[src/sv/sjn_pkg.sv]
package sjn_pkg;

   // Sizing of the ready queue and of the time and burst counters.
   localparam int QUEUE_DEPTH = 16;
   localparam int BURST_BITS  = 16;
   localparam int TIME_BITS   = 32;

   localparam int IDX_BITS = (QUEUE_DEPTH > 1) ? $clog2(QUEUE_DEPTH) : 1;
   localparam int CNT_BITS = $clog2(QUEUE_DEPTH + 1);

   // Fixed field widths of the channels.
   localparam int ID_BITS       = 8;
   localparam int IN_BURST_BITS = 16;
   localparam int OUT_BITS      = 32;
   localparam int REQ_DATA_BITS = 24;
   localparam int RSP_DATA_BITS = 136;

   typedef enum logic {
      OP_ARRIVE,
      OP_TICK
   } op_type;

   typedef enum logic [1:0] {
      EV_COMPLETE,
      EV_DISPATCH,
      EV_REJECT
   } event_kind_type;

   typedef enum logic [2:0] {
      ST_IDLE,
      ST_REJECT,
      ST_COMPLETE,
      ST_SCAN,
      ST_DISPATCH,
      ST_ADVANCE
   } state_type;

   // One queued job.
   typedef struct packed {
      logic [ID_BITS-1:0]    id;
      logic [BURST_BITS-1:0] burst;
      logic [TIME_BITS-1:0]  arrival;
   } entry_type;

   // Best job seen so far while the search moves along the chain.
   typedef struct packed {
      logic                  found;
      logic [IDX_BITS-1:0]   idx;
      entry_type             entry;
   } cand_type;

   // Per-cell control from the sequencer.
   typedef struct packed {
      logic active;
      logic load;
      logic shift;
   } cell_ctrl_type;

   localparam cand_type CAND_NONE = '0;

endpackage

[src/sv/sjn_cell.sv]
module sjn_cell (
   input  logic                          clock,
   input  logic                          reset,
   input  sjn_pkg::cell_ctrl_type        ctrl,
   input  logic [sjn_pkg::IDX_BITS-1:0]  cell_idx,
   input  sjn_pkg::entry_type            new_entry,
   input  sjn_pkg::entry_type            right_entry,
   input  sjn_pkg::cand_type             left_cand,
   output sjn_pkg::entry_type            entry_out,
   output sjn_pkg::cand_type             cand_out
);

   sjn_pkg::entry_type entry_ff, entry_in;
   sjn_pkg::cand_type  cand_ff, cand_in;

   // The slot takes a new job at the tail, or its right neighbor when a job leaves.
   always_comb begin
      if (ctrl.load) begin
         entry_in = new_entry;
      end else if (ctrl.shift) begin
         entry_in = right_entry;
      end else begin
         entry_in = entry_ff;
      end
   end

   // Keep the left candidate unless this active slot holds a strictly shorter job.
   always_comb begin
      if (ctrl.active && (!left_cand.found || (entry_ff.burst < left_cand.entry.burst))) begin
         cand_in.found = 1'b1;
         cand_in.idx   = cell_idx;
         cand_in.entry = entry_ff;
      end else begin
         cand_in = left_cand;
      end
   end

   always_ff @(posedge clock) begin
      entry_ff <= entry_in;
   end

   always_ff @(posedge clock) begin
      if (reset) begin
         cand_ff.found <= 1'b0;
      end else begin
         cand_ff <= cand_in;
      end
   end

   assign entry_out = entry_ff;
   assign cand_out  = cand_ff;

endmodule

[src/sv/shortest_job_next_scheduler.sv]
// Non-preemptive shortest-job-next scheduler.
// The req channel carries one item per transfer: req_tuser selects arrive or tick, and
// req_tdata holds the job id and burst length of an arriving job. The rsp channel carries
// events: completion, dispatch or rejection, with rsp_tlast on the final event of an item.
// An arrive gives no event unless the queue is full; a rejection is then emitted from the
// reject state once the output register is free. A tick first reports any completion, then,
// if a job must be dispatched, runs the search for the shortest job waiting in the queue
// along the chain of QUEUE_DEPTH cells, one cell per cycle, and reports the dispatch.
// A new transfer is taken only in the idle state, once the previous item is through.
// The chain length sets how long the search runs, as the candidate visits every cell.
// Reset clears time, the queue count and the running job; the queue slots themselves are
// not cleared, since only occupied slots are ever read.
// Events wait in an output register; when the receiver stalls, an item that must emit
// an event waits for it, while a result already waiting does not stop a new transfer.
module shortest_job_next_scheduler (
   input  logic                               clock,
   input  logic                               reset,
   input  logic                               req_tvalid,
   output logic                               req_tready,
   // [7:0] job_id, [23:8] burst_time
   input  logic [sjn_pkg::REQ_DATA_BITS-1:0]  req_tdata,
   // [0] operation
   input  logic                               req_tuser,
   output logic                               rsp_tvalid,
   input  logic                               rsp_tready,
   // [7:0] job_id_out, [39:8] event_time, [71:40] turnaround, [103:72] waiting,
   // [135:104] response
   output logic [sjn_pkg::RSP_DATA_BITS-1:0]  rsp_tdata,
   // [1:0] event_kind
   output logic [1:0]                         rsp_tuser,
   output logic                               rsp_tlast
);

   sjn_pkg::state_type state_ff, state_in;

   logic [sjn_pkg::CNT_BITS-1:0]   count_ff, count_in;
   logic [sjn_pkg::TIME_BITS-1:0]  time_ff, time_in;
   logic                           busy_ff, busy_in;
   logic [sjn_pkg::ID_BITS-1:0]    run_id_ff, run_id_in;
   logic [sjn_pkg::BURST_BITS-1:0] run_left_ff, run_left_in;
   logic [sjn_pkg::TIME_BITS-1:0]  run_arrival_ff, run_arrival_in;
   logic [sjn_pkg::TIME_BITS-1:0]  run_due_ff, run_due_in;
   logic [sjn_pkg::ID_BITS-1:0]    req_id_ff, req_id_in;
   logic [sjn_pkg::IDX_BITS-1:0]   scan_cnt_ff, scan_cnt_in;

   logic                           rsp_valid_ff, rsp_valid_in;
   sjn_pkg::event_kind_type        rsp_kind_ff, rsp_kind_in;
   logic [sjn_pkg::ID_BITS-1:0]    rsp_id_ff, rsp_id_in;
   logic [sjn_pkg::OUT_BITS-1:0]   rsp_time_ff, rsp_time_in;
   logic [sjn_pkg::OUT_BITS-1:0]   rsp_tr_ff, rsp_tr_in;
   logic [sjn_pkg::OUT_BITS-1:0]   rsp_wt_ff, rsp_wt_in;
   logic [sjn_pkg::OUT_BITS-1:0]   rsp_rs_ff, rsp_rs_in;
   logic                           rsp_last_ff, rsp_last_in;

   logic req_accept, slot_free, done_job, have_job, queue_full;
   logic do_load, do_shift, clr_busy, set_run, do_adv;
   logic emit, emit_last;
   sjn_pkg::event_kind_type        emit_kind;
   logic [sjn_pkg::ID_BITS-1:0]    emit_id;
   logic [sjn_pkg::TIME_BITS-1:0]  turn_full, wait_full, resp_full;

   sjn_pkg::entry_type             arrive_entry;
   sjn_pkg::entry_type             cell_entry [sjn_pkg::QUEUE_DEPTH];
   sjn_pkg::cand_type              cell_cand  [sjn_pkg::QUEUE_DEPTH];
   sjn_pkg::cand_type              best;

   // Handshake and status terms.
   assign req_accept = req_tvalid && req_tready;
   assign slot_free  = !rsp_valid_ff || rsp_tready;
   assign done_job   = busy_ff && (run_left_ff == '0);
   assign have_job   = (count_ff != '0);
   assign queue_full = (count_ff >= sjn_pkg::CNT_BITS'(sjn_pkg::QUEUE_DEPTH));
   assign best       = cell_cand[sjn_pkg::QUEUE_DEPTH-1];

   // Job written at the tail on an arrive.
   assign arrive_entry.id      = req_tdata[sjn_pkg::ID_BITS-1:0];
   assign arrive_entry.burst   = sjn_pkg::BURST_BITS'(
      req_tdata[sjn_pkg::ID_BITS +: sjn_pkg::IN_BURST_BITS]);
   assign arrive_entry.arrival = time_ff;

   // Chain of queue cells; the search candidate moves one cell to the right each cycle.
   for (genvar i = 0; i < sjn_pkg::QUEUE_DEPTH; i++) begin : g_cell
      sjn_pkg::cell_ctrl_type ctrl;
      sjn_pkg::cand_type      left_cand;
      sjn_pkg::entry_type     right_entry;

      assign ctrl.active = (sjn_pkg::CNT_BITS'(i) < count_ff);
      assign ctrl.load   = do_load && (sjn_pkg::CNT_BITS'(i) == count_ff);
      assign ctrl.shift  = do_shift && (sjn_pkg::IDX_BITS'(i) >= best.idx);

      if (i == 0) begin : g_head
         assign left_cand = sjn_pkg::CAND_NONE;
      end else begin : g_link
         assign left_cand = cell_cand[i-1];
      end

      if (i == sjn_pkg::QUEUE_DEPTH - 1) begin : g_tail
         assign right_entry = cell_entry[i];
      end else begin : g_next
         assign right_entry = cell_entry[i+1];
      end

      sjn_cell u_cell (
         .clock       (clock),
         .reset       (reset),
         .ctrl        (ctrl),
         .cell_idx    (sjn_pkg::IDX_BITS'(i)),
         .new_entry   (arrive_entry),
         .right_entry (right_entry),
         .left_cand   (left_cand),
         .entry_out   (cell_entry[i]),
         .cand_out    (cell_cand[i])
      );
   end

   // Next state of the sequencer.
   always_comb begin
      state_in = state_ff;
      case (state_ff)
         sjn_pkg::ST_IDLE: begin
            if (req_accept) begin
               if (req_tuser == sjn_pkg::OP_TICK) begin
                  state_in = sjn_pkg::ST_COMPLETE;
               end else if (queue_full) begin
                  state_in = sjn_pkg::ST_REJECT;
               end
            end
         end
         sjn_pkg::ST_REJECT: begin
            if (slot_free) begin
               state_in = sjn_pkg::ST_IDLE;
            end
         end
         sjn_pkg::ST_COMPLETE: begin
            if (done_job) begin
               if (slot_free) begin
                  state_in = have_job ? sjn_pkg::ST_SCAN : sjn_pkg::ST_ADVANCE;
               end
            end else if (!busy_ff && have_job) begin
               state_in = sjn_pkg::ST_SCAN;
            end else begin
               state_in = sjn_pkg::ST_ADVANCE;
            end
         end
         sjn_pkg::ST_SCAN: begin
            if (scan_cnt_ff == sjn_pkg::IDX_BITS'(sjn_pkg::QUEUE_DEPTH - 1)) begin
               state_in = sjn_pkg::ST_DISPATCH;
            end
         end
         sjn_pkg::ST_DISPATCH: begin
            if (slot_free) begin
               state_in = sjn_pkg::ST_ADVANCE;
            end
         end
         sjn_pkg::ST_ADVANCE: begin
            state_in = sjn_pkg::ST_IDLE;
         end
         default: begin
            state_in = sjn_pkg::ST_IDLE;
         end
      endcase
   end

   // Event arithmetic, modulo the time width.
   assign turn_full = time_ff - run_arrival_ff;
   assign wait_full = time_ff - run_due_ff;
   assign resp_full = time_ff - best.entry.arrival;

   // Sequencer outputs.
   always_comb begin
      req_tready = 1'b0;
      do_load    = 1'b0;
      do_shift   = 1'b0;
      clr_busy   = 1'b0;
      set_run    = 1'b0;
      do_adv     = 1'b0;
      emit       = 1'b0;
      emit_kind  = sjn_pkg::EV_COMPLETE;
      emit_id    = run_id_ff;
      emit_last  = 1'b1;
      case (state_ff)
         sjn_pkg::ST_IDLE: begin
            req_tready = 1'b1;
            do_load    = req_accept && (req_tuser == sjn_pkg::OP_ARRIVE) && !queue_full;
         end
         sjn_pkg::ST_REJECT: begin
            emit      = slot_free;
            emit_kind = sjn_pkg::EV_REJECT;
            emit_id   = req_id_ff;
         end
         sjn_pkg::ST_COMPLETE: begin
            emit      = done_job && slot_free;
            clr_busy  = done_job && slot_free;
            emit_kind = sjn_pkg::EV_COMPLETE;
            emit_id   = run_id_ff;
            emit_last = !have_job;
         end
         sjn_pkg::ST_SCAN: begin
         end
         sjn_pkg::ST_DISPATCH: begin
            emit      = slot_free;
            do_shift  = slot_free;
            set_run   = slot_free;
            emit_kind = sjn_pkg::EV_DISPATCH;
            emit_id   = best.entry.id;
         end
         sjn_pkg::ST_ADVANCE: begin
            do_adv = 1'b1;
         end
         default: begin
         end
      endcase
   end

   // Next values of the scheduler state.
   always_comb begin
      count_in       = count_ff;
      time_in        = time_ff;
      busy_in        = busy_ff;
      run_id_in      = run_id_ff;
      run_left_in    = run_left_ff;
      run_arrival_in = run_arrival_ff;
      run_due_in     = run_due_ff;
      req_id_in      = req_accept ? req_tdata[sjn_pkg::ID_BITS-1:0] : req_id_ff;
      scan_cnt_in    = (state_ff == sjn_pkg::ST_SCAN) ? scan_cnt_ff + 1'b1 : '0;

      if (do_load) begin
         count_in = count_ff + 1'b1;
      end else if (do_shift) begin
         count_in = count_ff - 1'b1;
      end

      if (clr_busy) begin
         busy_in = 1'b0;
      end else if (set_run) begin
         busy_in        = 1'b1;
         run_id_in      = best.entry.id;
         run_left_in    = best.entry.burst;
         run_arrival_in = best.entry.arrival;
         run_due_in     = best.entry.arrival + sjn_pkg::TIME_BITS'(best.entry.burst);
      end

      if (do_adv) begin
         time_in = time_ff + 1'b1;
         if (busy_ff && (run_left_ff != '0)) begin
            run_left_in = run_left_ff - 1'b1;
         end
      end
   end

   // Output register.
   always_comb begin
      rsp_valid_in = emit ? 1'b1 : (rsp_tready ? 1'b0 : rsp_valid_ff);
      rsp_kind_in  = rsp_kind_ff;
      rsp_id_in    = rsp_id_ff;
      rsp_time_in  = rsp_time_ff;
      rsp_tr_in    = rsp_tr_ff;
      rsp_wt_in    = rsp_wt_ff;
      rsp_rs_in    = rsp_rs_ff;
      rsp_last_in  = rsp_last_ff;
      if (emit) begin
         rsp_kind_in = emit_kind;
         rsp_id_in   = emit_id;
         rsp_time_in = sjn_pkg::OUT_BITS'(time_ff);
         rsp_last_in = emit_last;
         rsp_tr_in   = '0;
         rsp_wt_in   = '0;
         rsp_rs_in   = '0;
         if (emit_kind == sjn_pkg::EV_COMPLETE) begin
            rsp_tr_in = sjn_pkg::OUT_BITS'(turn_full);
            rsp_wt_in = sjn_pkg::OUT_BITS'(wait_full);
         end else if (emit_kind == sjn_pkg::EV_DISPATCH) begin
            rsp_rs_in = sjn_pkg::OUT_BITS'(resp_full);
         end
      end
   end

   // Control registers.
   always_ff @(posedge clock) begin
      if (reset) begin
         state_ff       <= sjn_pkg::ST_IDLE;
         count_ff       <= '0;
         time_ff        <= '0;
         busy_ff        <= 1'b0;
         run_id_ff      <= '0;
         run_left_ff    <= '0;
         run_arrival_ff <= '0;
         run_due_ff     <= '0;
         scan_cnt_ff    <= '0;
         rsp_valid_ff   <= 1'b0;
      end else begin
         state_ff       <= state_in;
         count_ff       <= count_in;
         time_ff        <= time_in;
         busy_ff        <= busy_in;
         run_id_ff      <= run_id_in;
         run_left_ff    <= run_left_in;
         run_arrival_ff <= run_arrival_in;
         run_due_ff     <= run_due_in;
         scan_cnt_ff    <= scan_cnt_in;
         rsp_valid_ff   <= rsp_valid_in;
      end
   end

   // Payload registers.
   always_ff @(posedge clock) begin
      req_id_ff   <= req_id_in;
      rsp_kind_ff <= rsp_kind_in;
      rsp_id_ff   <= rsp_id_in;
      rsp_time_ff <= rsp_time_in;
      rsp_tr_ff   <= rsp_tr_in;
      rsp_wt_ff   <= rsp_wt_in;
      rsp_rs_ff   <= rsp_rs_in;
      rsp_last_ff <= rsp_last_in;
   end

   assign rsp_tvalid = rsp_valid_ff;
   assign rsp_tdata  = {rsp_rs_ff, rsp_wt_ff, rsp_tr_ff, rsp_time_ff, rsp_id_ff};
   assign rsp_tuser  = rsp_kind_ff;
   assign rsp_tlast  = rsp_last_ff;

endmodule

[config.mk]
export PLATFORM = sky130hd
export DESIGN_NAME = shortest_job_next_scheduler
export DESIGN_NICKNAME = d
export VERILOG_FILES = /design/src/sv/sjn_pkg.sv /design/src/sv/sjn_cell.sv /design/src/sv/shortest_job_next_scheduler.sv
export SDC_FILE = /design/constraint.sdc
export NUM_CORES = 2
export LEC_CHECK = 0
export BUFFER_PORTS_ARGS = -buffer_cell sky130_fd_sc_hd__buf_2
export CORE_MARGIN = 5
export CORE_UTILIZATION = 45
export DETAILED_ROUTE_END_ITERATION = 8
export PLACE_DENSITY_LB_ADDON = 0.1
export SETUP_SLACK_MARGIN = 0.05
export SLEW_MARGIN = 20
export SYNTH_ARGS = -nofsm -noshare
export SYNTH_HDL_FRONTEND = slang
export SYNTH_SLANG_ARGS = --single-unit
export TNS_END_PERCENT = 50
[constraint.sdc]
create_clock -name clock -period 28.9 [get_ports clock]
set_input_delay 1.445 -clock clock [delete_from_list [all_inputs] [get_ports clock]]
set_output_delay 1.445 -clock clock [all_outputs]
set_load 0.05 [all_outputs]
Word level (Yosys, flattened, before mapping)
Index checks and enable logic that the tools add are counted.
- add/subtract/negate cells: 9
- $lt $le $gt $ge: 47
- equal/unequal tests: 28
- muxes and demuxes: 73
- bitwise gates (word level): 4
- reduce and logical (&&, ||, !) cells: 117
- operator list (operator ; count):
    56-bit two-way mux ; 31
    61-bit two-way mux ; 15
    16-bit < comparator ; 15
    32-bit subtractor ; 3
    16-bit two-way mux ; 4
    1-bit logical AND ; 53
    4-bit by 5-bit equality test with 1-bit output, first input constant ; 8
    4-bit by 5-bit < comparator with 1-bit output, first input constant ; 8
    2-bit nonzero test ; 17
    32-bit by 1-bit adder with 32-bit output, second input constant ; 1
    32-bit by 16-bit adder with 32-bit output ; 1
    3-bit two-way mux ; 10
    4-bit >= comparator, first input constant ; 7
    3-bit by 5-bit equality test with 1-bit output, first input constant ; 4
    3-bit by 5-bit < comparator with 1-bit output, first input constant ; 4
    1-bit logical NOT ; 19
    3-bit by 4-bit >= comparator with 1-bit output, first input constant ; 4
    16-bit logical NOT ; 1
    1-bit logical OR ; 16
    8-bit one-hot mux with 2 select lines ; 1
    16-bit nonzero test ; 1
    16-bit by 1-bit subtractor with 16-bit output, second input constant ; 1
    3-bit one-hot mux with 5 select lines ; 1
    2-bit by 5-bit equality test with 1-bit output, first input constant ; 2
    28 further kinds ; 51
- flip-flop bits (word level): 2152
- output and inout bits: 141

Depth between registers and ports, before layout
- depth in word-level cells: 8
- depth in mapped cells: 13

By module
Synthesis repeated with hierarchy kept, for this count alone.
- cell total of the unflattened synthesis: 6838
- area, all modules: 105815.2 um^2
- by module, submodules not included (module ; times used ; cells each ; area an instance (um^2) ; sequential area each (um^2)):
    sjn_cell at g_cell[14].u_cell ... ; 11 ; 306 ; 5537.8 ; 3503.4
    sjn_cell at g_cell[0].u_cell ... ; 5 ; 305 ; 5567.8 ; 3503.4
    shortest_job_next_scheduler ; 1 ; 1947 ; 17060.1 ; 7096.8

Worst setup path after synthesis
Ideal clock, no wire load.
- path kind: input -> register
- from: in reset
- to: reg scan_cnt_ff[0] in the netlist's numbering
- library setup time: 145 ps
- arrival time: 22314 ps
- setup slack: 6441 ps
- cell stages on the path: 4
- cells stage by stage: clkbuf_1 -> inv_1 -> nand3_1 -> nor2_1
- cells in the longest elaborated chain, start to end: 1
- ends and longest elaborated chain (element ; RTL line ; text):
    start, declared ; shortest_job_next_scheduler.sv:17 ; input logic reset,
    2-bit OR reduction (no source line) ; n/a ;
    end signal, assigned ; shortest_job_next_scheduler.sv:300 ; scan_cnt_ff <= scan_cnt_in;
    end, declared ; shortest_job_next_scheduler.sv:44 ; logic [sjn_pkg::IDX_BITS-1:0] scan_cnt_ff, scan_cnt_in;
No other way between the ends.
A chain may end at the register's enable or synchronous reset.

Worst setup path after layout
- from: in reset
- to: reg g_cell[0].u_cell.cand_ff (netlist bit g_cell[0].u_cell.cand_out[45]) (enable)
- RTL lines (element ; RTL line ; text):
    end signal, assigned ; sjn_cell.sv:46 ; cand_ff <= cand_in;
    end, declared ; sjn_cell.sv:14 ; sjn_pkg::cand_type cand_ff, cand_in;
No word-level cell between the ends.

==> results.yml <==
grt:
  grt_pass1_vias: 55900
  grt_pass1_wl_um: 361000
  antenna_found_initial: 4
  grt_usage_pct: 20.2
  gr-total-overflow: 0
  grt_max_degree: 138
pwr:
  power_density_nw_per_um2: 85.7
  cellLeakagePower_nw: 39.9
  ir_worst_vdd_uv: 129
die:
  die-area_um2: 229000
  die_w_um: 479
  initial_core_util_pct: 45.1
  ios: 170
  rows: 172
  dieHeight_um: 479
  core-area_um2: 219000
synth:
  syn_area_um2: 98800
  synthCells: 6673
  synth-seq-cells: 2137
  syn-num-nets: 7049
  async_reset_ff_share_pct: 0
  synth.top_cells.by_count: "edfxtp_1 (1988), mux2_2 (1598), inv_1 (369)"
  avgSynthCellArea_um2: 14.8
  synth_largest_area_cell: "edfxtp_1"
  yosysMostFrequentCell: "edfxtp_1"
  synth_edf_count: 1988
  ys_types: 82
  synth.area.top_cells: "edfxtp_1 (60%), mux2_2 (18%), ha_1 (4.3%)"
  synthFlopType: "edfxtp_1"
  ys_seq_area_share_pct: 63.4
  synth_top_cell_area_share_pct: 60.4
  ys_warn_count: 0
worst_setup_path:
  cp_top_family: "buffers and inverters"
  crit_slowest_cell: "buf_4"
  worstPathCellList: "buf_6, inv_8, buf_4, buf_4, buf_4, buf_4"
  cp-end-kind: "flop"
  critPathBufInv: 6
  crit_fanout: 126
  crit_top_cell: "buf_4"
  cp.arrival_ns: 5.79
  setup.worst_path.start_class: "input pin"
  cp_slowest_stage_delay_ns: 0.90
  path_class: "input pin to flop"
  cp_data_required_time_ns: 29.36
clock_network:
  cts_setup_buffers: 0
  cts-root-buf: "clkbuf_16"
  cts.clk_slew.worst_paths_ns: 0.05
  clock_sinks: 2137
  clk_latency_ns: 0.87
  cts_buffers: 226
  cts_tree: "done"
  htree_levels: 4
  ctsHoldBuffers: 0
  cts_resized: 0
  cts_buffer_depth: 3
route:
  wirelength_um: 236000
  avgRoutedWirePerCell_um: 23.8
  ant_nets: 0
  avgViaCountPerCell: 5.54
  drc: 0
  drt-pass1-iter-count: 6
  initialDrtViolationCount: 4671
  vias: 54800
sta:
  fin_setup_tns_ns: 0
  setup_violations: 0
  hold_ws_ns: 0.451
  rsz0062_at_grt: "no"
  fin_crit_ns: 5.34
  slew_headroom_pct: 23.6
  period_share_pct: 18.5
  skew_ns: 0.0439
  hold_viol: 0
  slew_viol_final: 0
  fmax_mhz: 187
  tightest_slew_ns: 1.15
outcome:
  status: "finished clean"
flow_run:
  maxCapViolCount: 0
layout:
  final_util_pct: 50.4
  area_growth_pct: 11.6
  final_cells: 9893
  drive_gt1_share_pct: 32.6
  layout.nets: 7207
placed_design:
  place_hpwl_um: 147000
  globalplace.congestion: 0.859
  dpl.cell_count: 9473
  portBuffers: 169
min_path:
  min_path_type: "flop to flop"
[worst paths after layout]
kind | slack [ns] | startpoint | end | cells after the start
worst max-delay path | 23.56 | reset | g_cell[0].u_cell.cand_out[45] | 6
worst min-delay path | 0.45 | scan_cnt_ff[0] | scan_cnt_ff[0] | 1
worst max register to register | 24.25 | state_ff[0] | rsp_tr_ff[28] | 11
worst min register to register | 0.45 | scan_cnt_ff[0] | scan_cnt_ff[0] | 1
[flip-flops by register name, indices dropped and copies added, names as in the netlist, 2 cells and up]
register	cells
scan_cnt_ff	4
count_ff	5
g_cell.u_cell.cand_out	960
rsp_tr_ff	32
run_id_ff	8
time_ff	32
req_id_ff	8
rsp_id_ff	8
g_cell.u_cell.entry_out	896
rsp_rs_ff	32
run_left_ff	16
run_due_ff	32
rsp_wt_ff	32
rsp_time_ff	32
state_ff	3
rsp_tuser	2
run_arrival_ff	32
[layout by cell type, fill, tap and decap left out, types with 9 or more instances in the layout]
| master | instances |
|---|---|
| a211oi_1 | 36 |
| a21o_1 | 117 |
| a21oi_1 | 247 |
| a22oi_1 | 11 |
| a31oi_1 | 16 |
| and2_1 | 21 |
| and3_1 | 28 |
| buf_2 | 168 |
| buf_4 | 103 |
| bufinv_16 | 16 |
| clkbuf_1 | 58 |
| clkbuf_16 | 228 |
| clkinv_1 | 47 |
| clkinv_2 | 36 |
| dfxtp_1 | 147 |
| edfxtp_1 | 1988 |
| ha_1 | 343 |
| inv_1 | 368 |
| mux2_1 | 40 |
| mux2_2 | 1598 |
| nand2_1 | 301 |
| nand2b_1 | 46 |
| nand3_1 | 45 |
| nand3_4 | 10 |
| nand4_1 | 31 |
| nor2_1 | 209 |
| nor2b_1 | 102 |
| nor3_1 | 53 |
| nor3b_1 | 9 |
| nor4_1 | 12 |
| o211ai_1 | 11 |
| o21a_1 | 22 |
| o21ai_0 | 160 |
| o21bai_1 | 12 |
| or2_2 | 24 |
| or3_1 | 27 |
| xnor2_1 | 57 |
| xor2_1 | 53 |
[through the flow]
step | total power (W) | setup slack (ns) | area (µm²)
3_5_place_dp | 0.00666 | 22.58 | 103000
3_3_place_gp | 0.00664 | 22.61 | 103000
4_1_cts | 0.00956 | 23.49 | 110000
5_1_grt | 0.00990 | 23.28 | 110000
2_1_floorplan | 0.00607 | 6.44 | 98800
6_report | 0.00946 | 23.56 | 110000
[power by group]
group	total (W)	switching (W)	internal, W
clock network	0.00286	0.00125	0.00161
registers	0.00432	0.000206	0.00412
logic	0.00228	0.00138	0.000894
[kinds of logic (layout without fill, tap and decap cells)]
logic type	count (synthesis)	in the layout	share of synthesized area, %
muxes	1643	1643	18.7
AOI/OAI and AO/OA	749	749	4.74
DFF	2137	2137	63.4
other	0	3	0
buffers and inverters	717	1063	2.94
xor gates and xnor gates	110	110	0.975
and+or+nand+nor	970	970	4.78
adders and majority gates	347	347	4.42
[routing by layer]
metal / share of wire (%) / global-route usage, % / wire, µm / vias to the layer above
li1: - / - / - / 25400
met1: 50 / 31.0 / 118000 / 27700
met2: 43 / 30.3 / 102000 / 1339
met3: 4.6 / 2.88 / 10800 / 318
met4: 2.3 / 4.91 / 5320 / 2
met5: 0.0047 / 0 / 11 / -
[layout make-up]
| type | count | area (µm²) |
|---|---|---|
| antenna | 3 | 7.51 |
| tap | 2871 | 3590 |
| multi-input combinational | 3819 | 33700 |
| clock buffer | 293 | 6020 |
| fill | 18400 | 109000 |
| timing repair buffer | 277 | 1720 |
| inverter | 370 | 1400 |
| sequential | 2137 | 62700 |
| clock inverter | 123 | 1180 |
Power figures use the tool's default switching activity.
